--- config.mk ---
export PLATFORM = sky130hd
export DESIGN_NAME = crc15_frame_appender_core
export DESIGN_NICKNAME = d
export VERILOG_FILES = /design/src/design/crcfa_pkg.sv /design/src/design/crcfa_front.sv /design/src/design/crcfa_queue.sv /design/src/design/crcfa_back.sv /design/src/design/crc15_frame_appender_core.sv
export SDC_FILE = /design/constraint.sdc
export NUM_CORES = 1
export LEC_CHECK = 0
export BUFFER_PORTS_ARGS = -buffer_cell sky130_fd_sc_hd__buf_2
export CAP_MARGIN = 20
export CORE_MARGIN = 5
export CORE_UTILIZATION = 35
export DETAILED_ROUTE_END_ITERATION = 10
export SLEW_MARGIN = 25
export SYNTH_ARGS = -nofsm -noshare
export SYNTH_HDL_FRONTEND = slang
export SYNTH_SLANG_ARGS = --single-unit
--- constraint.sdc ---
create_clock -name aclk -period 2.7 [get_ports aclk]
set_input_delay 0.54 -clock aclk [delete_from_list [all_inputs] [get_ports aclk]]
set_output_delay 0.54 -clock aclk [all_outputs]
set_load 0.01 [all_outputs]
--- src/design/crcfa_pkg.sv ---
package crcfa_pkg;

    // CRC-15 generator and seed
    localparam logic [14:0] CRC_POLY = 15'h4599;
    localparam logic [14:0] CRC_SEED = 15'd16;

    // Default depth of the queue between front and back
    localparam int QUEUE_DEPTH_DEF = 4;

    // One classified word waiting in the queue
    typedef struct packed {
        logic [7:0] data_byte;
        logic       frame_end;
        logic [7:0] chk_hi;
        logic [7:0] chk_lo;
    } crcfa_entry_t;

    // Queue status seen by front and back
    typedef struct packed {
        logic full;
        logic empty;
    } crcfa_qstat_t;

    // Fold one byte into the remainder, eight bit steps
    function automatic logic [14:0] crc_byte(input logic [14:0] rem, input logic [7:0] b);
        logic [14:0] r;
        r = rem ^ {b, 7'd0};
        for (int k = 0; k < 8; k++) begin
            if (r[14]) begin
                r = {r[13:0], 1'b0} ^ CRC_POLY;
            end else begin
                r = {r[13:0], 1'b0};
            end
        end
        return r;
    endfunction

endpackage

--- src/design/crcfa_front.sv ---
module crcfa_front (
    input  logic                   aclk,
    input  logic                   aresetn,
    input  logic                   s_tvalid,
    output logic                   s_tready,
    input  logic [7:0]             s_tdata,   // data_byte
    input  logic                   s_tlast,   // frame_end
    input  crcfa_pkg::crcfa_qstat_t q_stat,
    output logic                   push,
    output crcfa_pkg::crcfa_entry_t push_entry
);

    logic [14:0] crc_reg;
    logic [14:0] crc_next;
    logic [14:0] crc_upd;

    // Accept a word whenever the queue has room
    assign s_tready = !q_stat.full;
    assign push     = s_tvalid && !q_stat.full;

    // Fold the byte in and build the check word
    always_comb begin
        crc_upd                 = crcfa_pkg::crc_byte(crc_reg, s_tdata);
        push_entry.data_byte    = s_tdata;
        push_entry.frame_end    = s_tlast;
        push_entry.chk_hi       = crc_upd[14:7];
        push_entry.chk_lo       = {crc_upd[6:0], 1'b0};
        crc_next                = crc_reg;
        if (push) begin
            crc_next = s_tlast ? crcfa_pkg::CRC_SEED : crc_upd;
        end
    end

    // Hold the running remainder, reload the seed at frame end
    always_ff @(posedge aclk) begin
        if (!aresetn) begin
            crc_reg <= crcfa_pkg::CRC_SEED;
        end else begin
            crc_reg <= crc_next;
        end
    end

endmodule

--- src/design/crcfa_queue.sv ---
module crcfa_queue #(
    parameter int QUEUE_DEPTH = crcfa_pkg::QUEUE_DEPTH_DEF
) (
    input  logic                    aclk,
    input  logic                    aresetn,
    input  logic                    push,
    input  crcfa_pkg::crcfa_entry_t push_entry,
    input  logic                    pop,
    output crcfa_pkg::crcfa_entry_t head,
    output crcfa_pkg::crcfa_qstat_t q_stat
);

    localparam int PtrW = $clog2(QUEUE_DEPTH);
    localparam int CntW = $clog2(QUEUE_DEPTH + 1);
    localparam logic [PtrW-1:0] PtrLast = PtrW'(QUEUE_DEPTH - 1);
    localparam logic [CntW-1:0] CntFull = CntW'(QUEUE_DEPTH);

    crcfa_pkg::crcfa_entry_t slot_reg [QUEUE_DEPTH];
    logic [PtrW-1:0] wr_ptr_reg, wr_ptr_next;
    logic [PtrW-1:0] rd_ptr_reg, rd_ptr_next;
    logic [CntW-1:0] count_reg, count_next;
    logic            do_push, do_pop;

    assign q_stat.full  = (count_reg == CntFull);
    assign q_stat.empty = (count_reg == '0);
    assign do_push      = push && !q_stat.full;
    assign do_pop       = pop && !q_stat.empty;
    assign head         = slot_reg[rd_ptr_reg];

    // Advance pointers with wrap, track fill level
    always_comb begin
        wr_ptr_next = wr_ptr_reg;
        rd_ptr_next = rd_ptr_reg;
        count_next  = count_reg;
        if (do_push) begin
            wr_ptr_next = (wr_ptr_reg == PtrLast) ? '0 : wr_ptr_reg + 1'b1;
        end
        if (do_pop) begin
            rd_ptr_next = (rd_ptr_reg == PtrLast) ? '0 : rd_ptr_reg + 1'b1;
        end
        if (do_push && !do_pop) begin
            count_next = count_reg + 1'b1;
        end else if (do_pop && !do_push) begin
            count_next = count_reg - 1'b1;
        end
    end

    always_ff @(posedge aclk) begin
        if (!aresetn) begin
            wr_ptr_reg <= '0;
            rd_ptr_reg <= '0;
            count_reg  <= '0;
        end else begin
            wr_ptr_reg <= wr_ptr_next;
            rd_ptr_reg <= rd_ptr_next;
            count_reg  <= count_next;
        end
    end

    // Store the incoming word
    always_ff @(posedge aclk) begin
        if (do_push) begin
            slot_reg[wr_ptr_reg] <= push_entry;
        end
    end

endmodule

--- src/design/crcfa_back.sv ---
module crcfa_back (
    input  logic                    aclk,
    input  logic                    aresetn,
    input  crcfa_pkg::crcfa_entry_t head,
    input  crcfa_pkg::crcfa_qstat_t q_stat,
    output logic                    pop,
    output logic                    m_tvalid,
    input  logic                    m_tready,
    output logic [7:0]              m_tdata,   // out_byte
    output logic                    m_tuser,   // is_check
    output logic                    m_tlast    // run_last
);

    typedef enum logic [2:0] {
        PH_DATA = 3'b001,
        PH_HI   = 3'b010,
        PH_LO   = 3'b100
    } phase_t;

    phase_t     phase_reg, phase_next;
    logic       valid_reg, valid_next;
    logic [7:0] byte_reg, byte_next;
    logic       chk_reg, chk_next;
    logic       last_reg, last_next;
    logic       load;

    // Load a new word when the output register is free or being drained
    assign load = !q_stat.empty && (!valid_reg || m_tready);

    always_comb begin
        phase_next = phase_reg;
        byte_next  = byte_reg;
        chk_next   = chk_reg;
        last_next  = last_reg;
        pop        = 1'b0;
        valid_next = valid_reg && !m_tready;
        if (load) begin
            valid_next = 1'b1;
            unique case (phase_reg)
                PH_DATA: begin
                    byte_next = head.data_byte;
                    chk_next  = 1'b0;
                    last_next = !head.frame_end;
                    if (head.frame_end) begin
                        phase_next = PH_HI;
                    end else begin
                        pop = 1'b1;
                    end
                end
                PH_HI: begin
                    byte_next  = head.chk_hi;
                    chk_next   = 1'b1;
                    last_next  = 1'b0;
                    phase_next = PH_LO;
                end
                PH_LO: begin
                    byte_next  = head.chk_lo;
                    chk_next   = 1'b1;
                    last_next  = 1'b1;
                    phase_next = PH_DATA;
                    pop        = 1'b1;
                end
                default: begin
                    phase_next = PH_DATA;
                end
            endcase
        end
    end

    always_ff @(posedge aclk) begin
        if (!aresetn) begin
            phase_reg <= PH_DATA;
            valid_reg <= 1'b0;
        end else begin
            phase_reg <= phase_next;
            valid_reg <= valid_next;
        end
    end

    // Hold the output payload
    always_ff @(posedge aclk) begin
        byte_reg <= byte_next;
        chk_reg  <= chk_next;
        last_reg <= last_next;
    end

    assign m_tvalid = valid_reg;
    assign m_tdata  = byte_reg;
    assign m_tuser  = chk_reg;
    assign m_tlast  = last_reg;

endmodule

--- src/design/crc15_frame_appender_core.sv ---
// Channel  Dir  tdata     tuser     tlast     Words
// s_       in   data_byte -         frame_end one per input item
// m_       out  out_byte  is_check  run_last  one per byte, three at frame end
//
// The front folds one byte per cycle into the CRC-15 remainder (eight bit steps)
// and queues it while the queue has room; the back emits one word per cycle from
// the output register while the sink is ready; a frame end yields three words.
// Data passes from input to output through the queue slot and output register.
// Reset clears queue, phase and output valid; the remainder reloads to 16.
// Either side may stall; the queue absorbs the check bytes and output stalls.
module crc15_frame_appender_core #(
    parameter int QUEUE_DEPTH = crcfa_pkg::QUEUE_DEPTH_DEF
) (
    input  logic       aclk,
    input  logic       aresetn,
    input  logic       s_tvalid,
    output logic       s_tready,
    input  logic [7:0] s_tdata,   // data_byte
    input  logic       s_tlast,   // frame_end
    output logic       m_tvalid,
    input  logic       m_tready,
    output logic [7:0] m_tdata,   // out_byte
    output logic       m_tuser,   // is_check
    output logic       m_tlast    // run_last
);

    crcfa_pkg::crcfa_entry_t push_entry;
    crcfa_pkg::crcfa_entry_t head;
    crcfa_pkg::crcfa_qstat_t q_stat;
    logic                    push;
    logic                    pop;

    crcfa_front u_front (
        .aclk       (aclk),
        .aresetn    (aresetn),
        .s_tvalid   (s_tvalid),
        .s_tready   (s_tready),
        .s_tdata    (s_tdata),
        .s_tlast    (s_tlast),
        .q_stat     (q_stat),
        .push       (push),
        .push_entry (push_entry)
    );

    crcfa_queue #(
        .QUEUE_DEPTH (QUEUE_DEPTH)
    ) u_queue (
        .aclk       (aclk),
        .aresetn    (aresetn),
        .push       (push),
        .push_entry (push_entry),
        .pop        (pop),
        .head       (head),
        .q_stat     (q_stat)
    );

    crcfa_back u_back (
        .aclk     (aclk),
        .aresetn  (aresetn),
        .head     (head),
        .q_stat   (q_stat),
        .pop      (pop),
        .m_tvalid (m_tvalid),
        .m_tready (m_tready),
        .m_tdata  (m_tdata),
        .m_tuser  (m_tuser),
        .m_tlast  (m_tlast)
    );

endmodule
==> impl_metrics.ini <==
[placed_design]
gp_congestion = 0.781
place.port_buffers = 24
hpwl_um = 7170
post_dp_cell_area_mm2 = 0.00619
placed_cells = 596

[synth]
postSynthCellCount = 351
synth_top_area_share_pct = 55.4
synth_top_area_cell = edfxtp_1
yosys_warnings = 0
netlist_area_mm2 = 0.00574
ys.flop_type = edfxtp_1
async_reset_ff_share_pct = 0
synth_edf_count = 106
synth_cell_type_count = 44
synth_area_leaders = edfxtp_1, dfxtp_1, mux4_2, xnor2_1, xnor3_1
syn-num-nets = 371
synth_area_per_cell_um2 = 16.4
ys_seq_area_share_pct = 65.2
ys_ff_latch = 134

[floorplan]
fp.dieW_um = 138
core_mm2 = 0.0160
rows = 46
fp.dieH_um = 138
ios = 25
die_area_mm2 = 0.0191
initial_core_util_pct = 35.9

[global_route]
globalRoute.totalOverflow = 0
grt_pass1_wl_um = 17900
grt_max_degree = 25
antenna_found_initial = 0
use_met3_pct = 3.48
grt_use_met1_pct = 15.6
grt_pass1_vias = 3162
gr-usage-met2_pct = 20.0
track_usage_pct = 12.2
busiest_layer = met2

[final_layout]
fin_cells = 630
final_core_util_pct = 42.3
area_delta_synth_final_pct = 18.0
final_common_cell = edfxtp_1
nets = 421
largest_reg_flops = 96
final_layout_size_suffix_gt1_share_pct = 26.3
design_area_mm2 = 0.00678
fillerInstances = 1468
final_cell_mix = edfxtp_1, dfxtp_1, mux4_2, buf_2
antenna_cells = 0

[route]
drc = 0
vias_per_cell = 4.89
first_iter_violations = 174
drtPass1Iterations = 4
ant_nets = 0
post_drt_wl_per_cell_um = 17.5
via_count = 3081
routed_wl_um = 11100

[timing]
finalCriticalPeriod_ns = 2.51
hold_violations = 0
tns_ns = 0
fin_skew_ns = 0.00683
hold_slack_ns = 0.396
fin_crit_sh_pct = 92.8
slew_headroom_pct = 54.7
worstMarginPinSlew_ns = 0.674
maxSlewViolCount = 0
max_freq_mhz = 399
grt_setup_unrepaired = no
setup_viol_count_final = 0

[setup_path]
worstSetupPathType = register to register
path_max_fanout = 4
arrival_ns = 2.84
crit_required_ns = 3.03
crit_path_end_kind = register
cp-start-kind = register

[cts]
cts-hold-fix-buffers = 0
clk_latency_ns = 0.41
cts_tree = yes
cts_buffers = 17
h-tree-depth = 4
cts_root_buf = clkbuf_16
path_clk_slew_ns = 0.05
clock-sinks = 134
clockBufferDepth = 2

[pwr]
power.density_mw_per_mm2 = 1340
vdd_drop_max_uv = 451
power.leakage_nw = 2.40

[status]
outcome = complete, no violations

[job]
drv_cap = 0

[min_path]
hp-class = primary input to register
## synthesized netlist by cell type, drive strengths merged, types with 2 or more instances
master,count
clkbuf,10
inv,12
a32o,7
buf,6
dfxtp,28
ha,6
nor3,3
nor2,10
nor2b,10
o21ai,15
mux4,24
and2,2
xnor3,8
a22oi,14
nand3,2
a21boi,4
nand2,23
and3,4
or2,2
edfxtp,106
a21oi,4
xnor2,26
a31oi,3
xor2,10
## repair_timing
item | CTS | global route
gates resized for setup | 0 | 2
setup endpoints to repair | 0 | 1
setup buffers | 0 | 2
## report_power, final
part	internal [mW]	switching [mW]	leakage [nW]
registers	3.35	0.188	1.20
clock network	1.43	0.787	0.280
logic	1.47	1.89	0.917
## routing by layer
layer | routed length [µm] | vias to the layer above
li1 | - | 1442
met1 | 5070 | 1574
met2 | 5450 | 54
met3 | 366 | 11
met4 | 163 | 0
met5 | 0 | -
## worst max-delay path: stages, from the launching register on
cell and delay, ns:
dfxtp_1 0.34, mux4_2 0.54, or2_2 0.33, o21ai_1 0.14, nand2_1 0.08, ha_2 0.23, inv_1 0.07, fa_1 0.17
xor2_1 0.08, or3_1 0.30, a21boi_0 0.16
## cells by family (layout without fill, tap and decap cells)
kind of cell / after synthesis / after routing / share of synthesized area [%]
compound gates: 53 / 53 / 6.43
xor+xnor: 44 / 44 / 9.50
fa+ha+maj: 7 / 7 / 1.66
buf+inv: 28 / 91 / 2.57
flops: 134 / 134 / 65.2
mux: 25 / 25 / 9.59
simple gates: 60 / 60 / 5.06
## stage by stage
step / setup slack [ns] / power (mW)
finish: 0.193 / 9.11
global route: 0.0326 / 9.61
CTS: 0.0823 / 9.17
detailed placement: 0.105 / 6.92
global placement: 0.190 / 6.81
floorplan: 0.0285 / 5.92
## final cells by class
cell class	count	area [µm²]	share of cell area, %
clock buffer	19	433	6.39
clock inverter	13	138	2.03
inverter	12	45.0	0.665
multi-input combinational	189	1850	27.3
sequential	134	3740	55.3
tap	216	270	3.99
timing repair buffer	47	293	4.32
## worst paths after layout
check                                                      from                                end  slack [ns]  cells after the start
worst max-delay path                                   register  u_queue.count_reg[2]$_SDFFE_PN0P_        0.19                     10
worst min register to register  u_front.crc_reg[1]$_SDFFE_PN0P_    u_front.crc_reg[1]$_SDFFE_PN0P_        0.48                      2
worst min-delay path                                 s_tdata[0]  u_queue.slot_reg[2][16]$_DFFE_PP_        0.40                      1
worst max register to register                         register  u_queue.count_reg[2]$_SDFFE_PN0P_        0.19                     10
(Power assumes the default switching activity.)
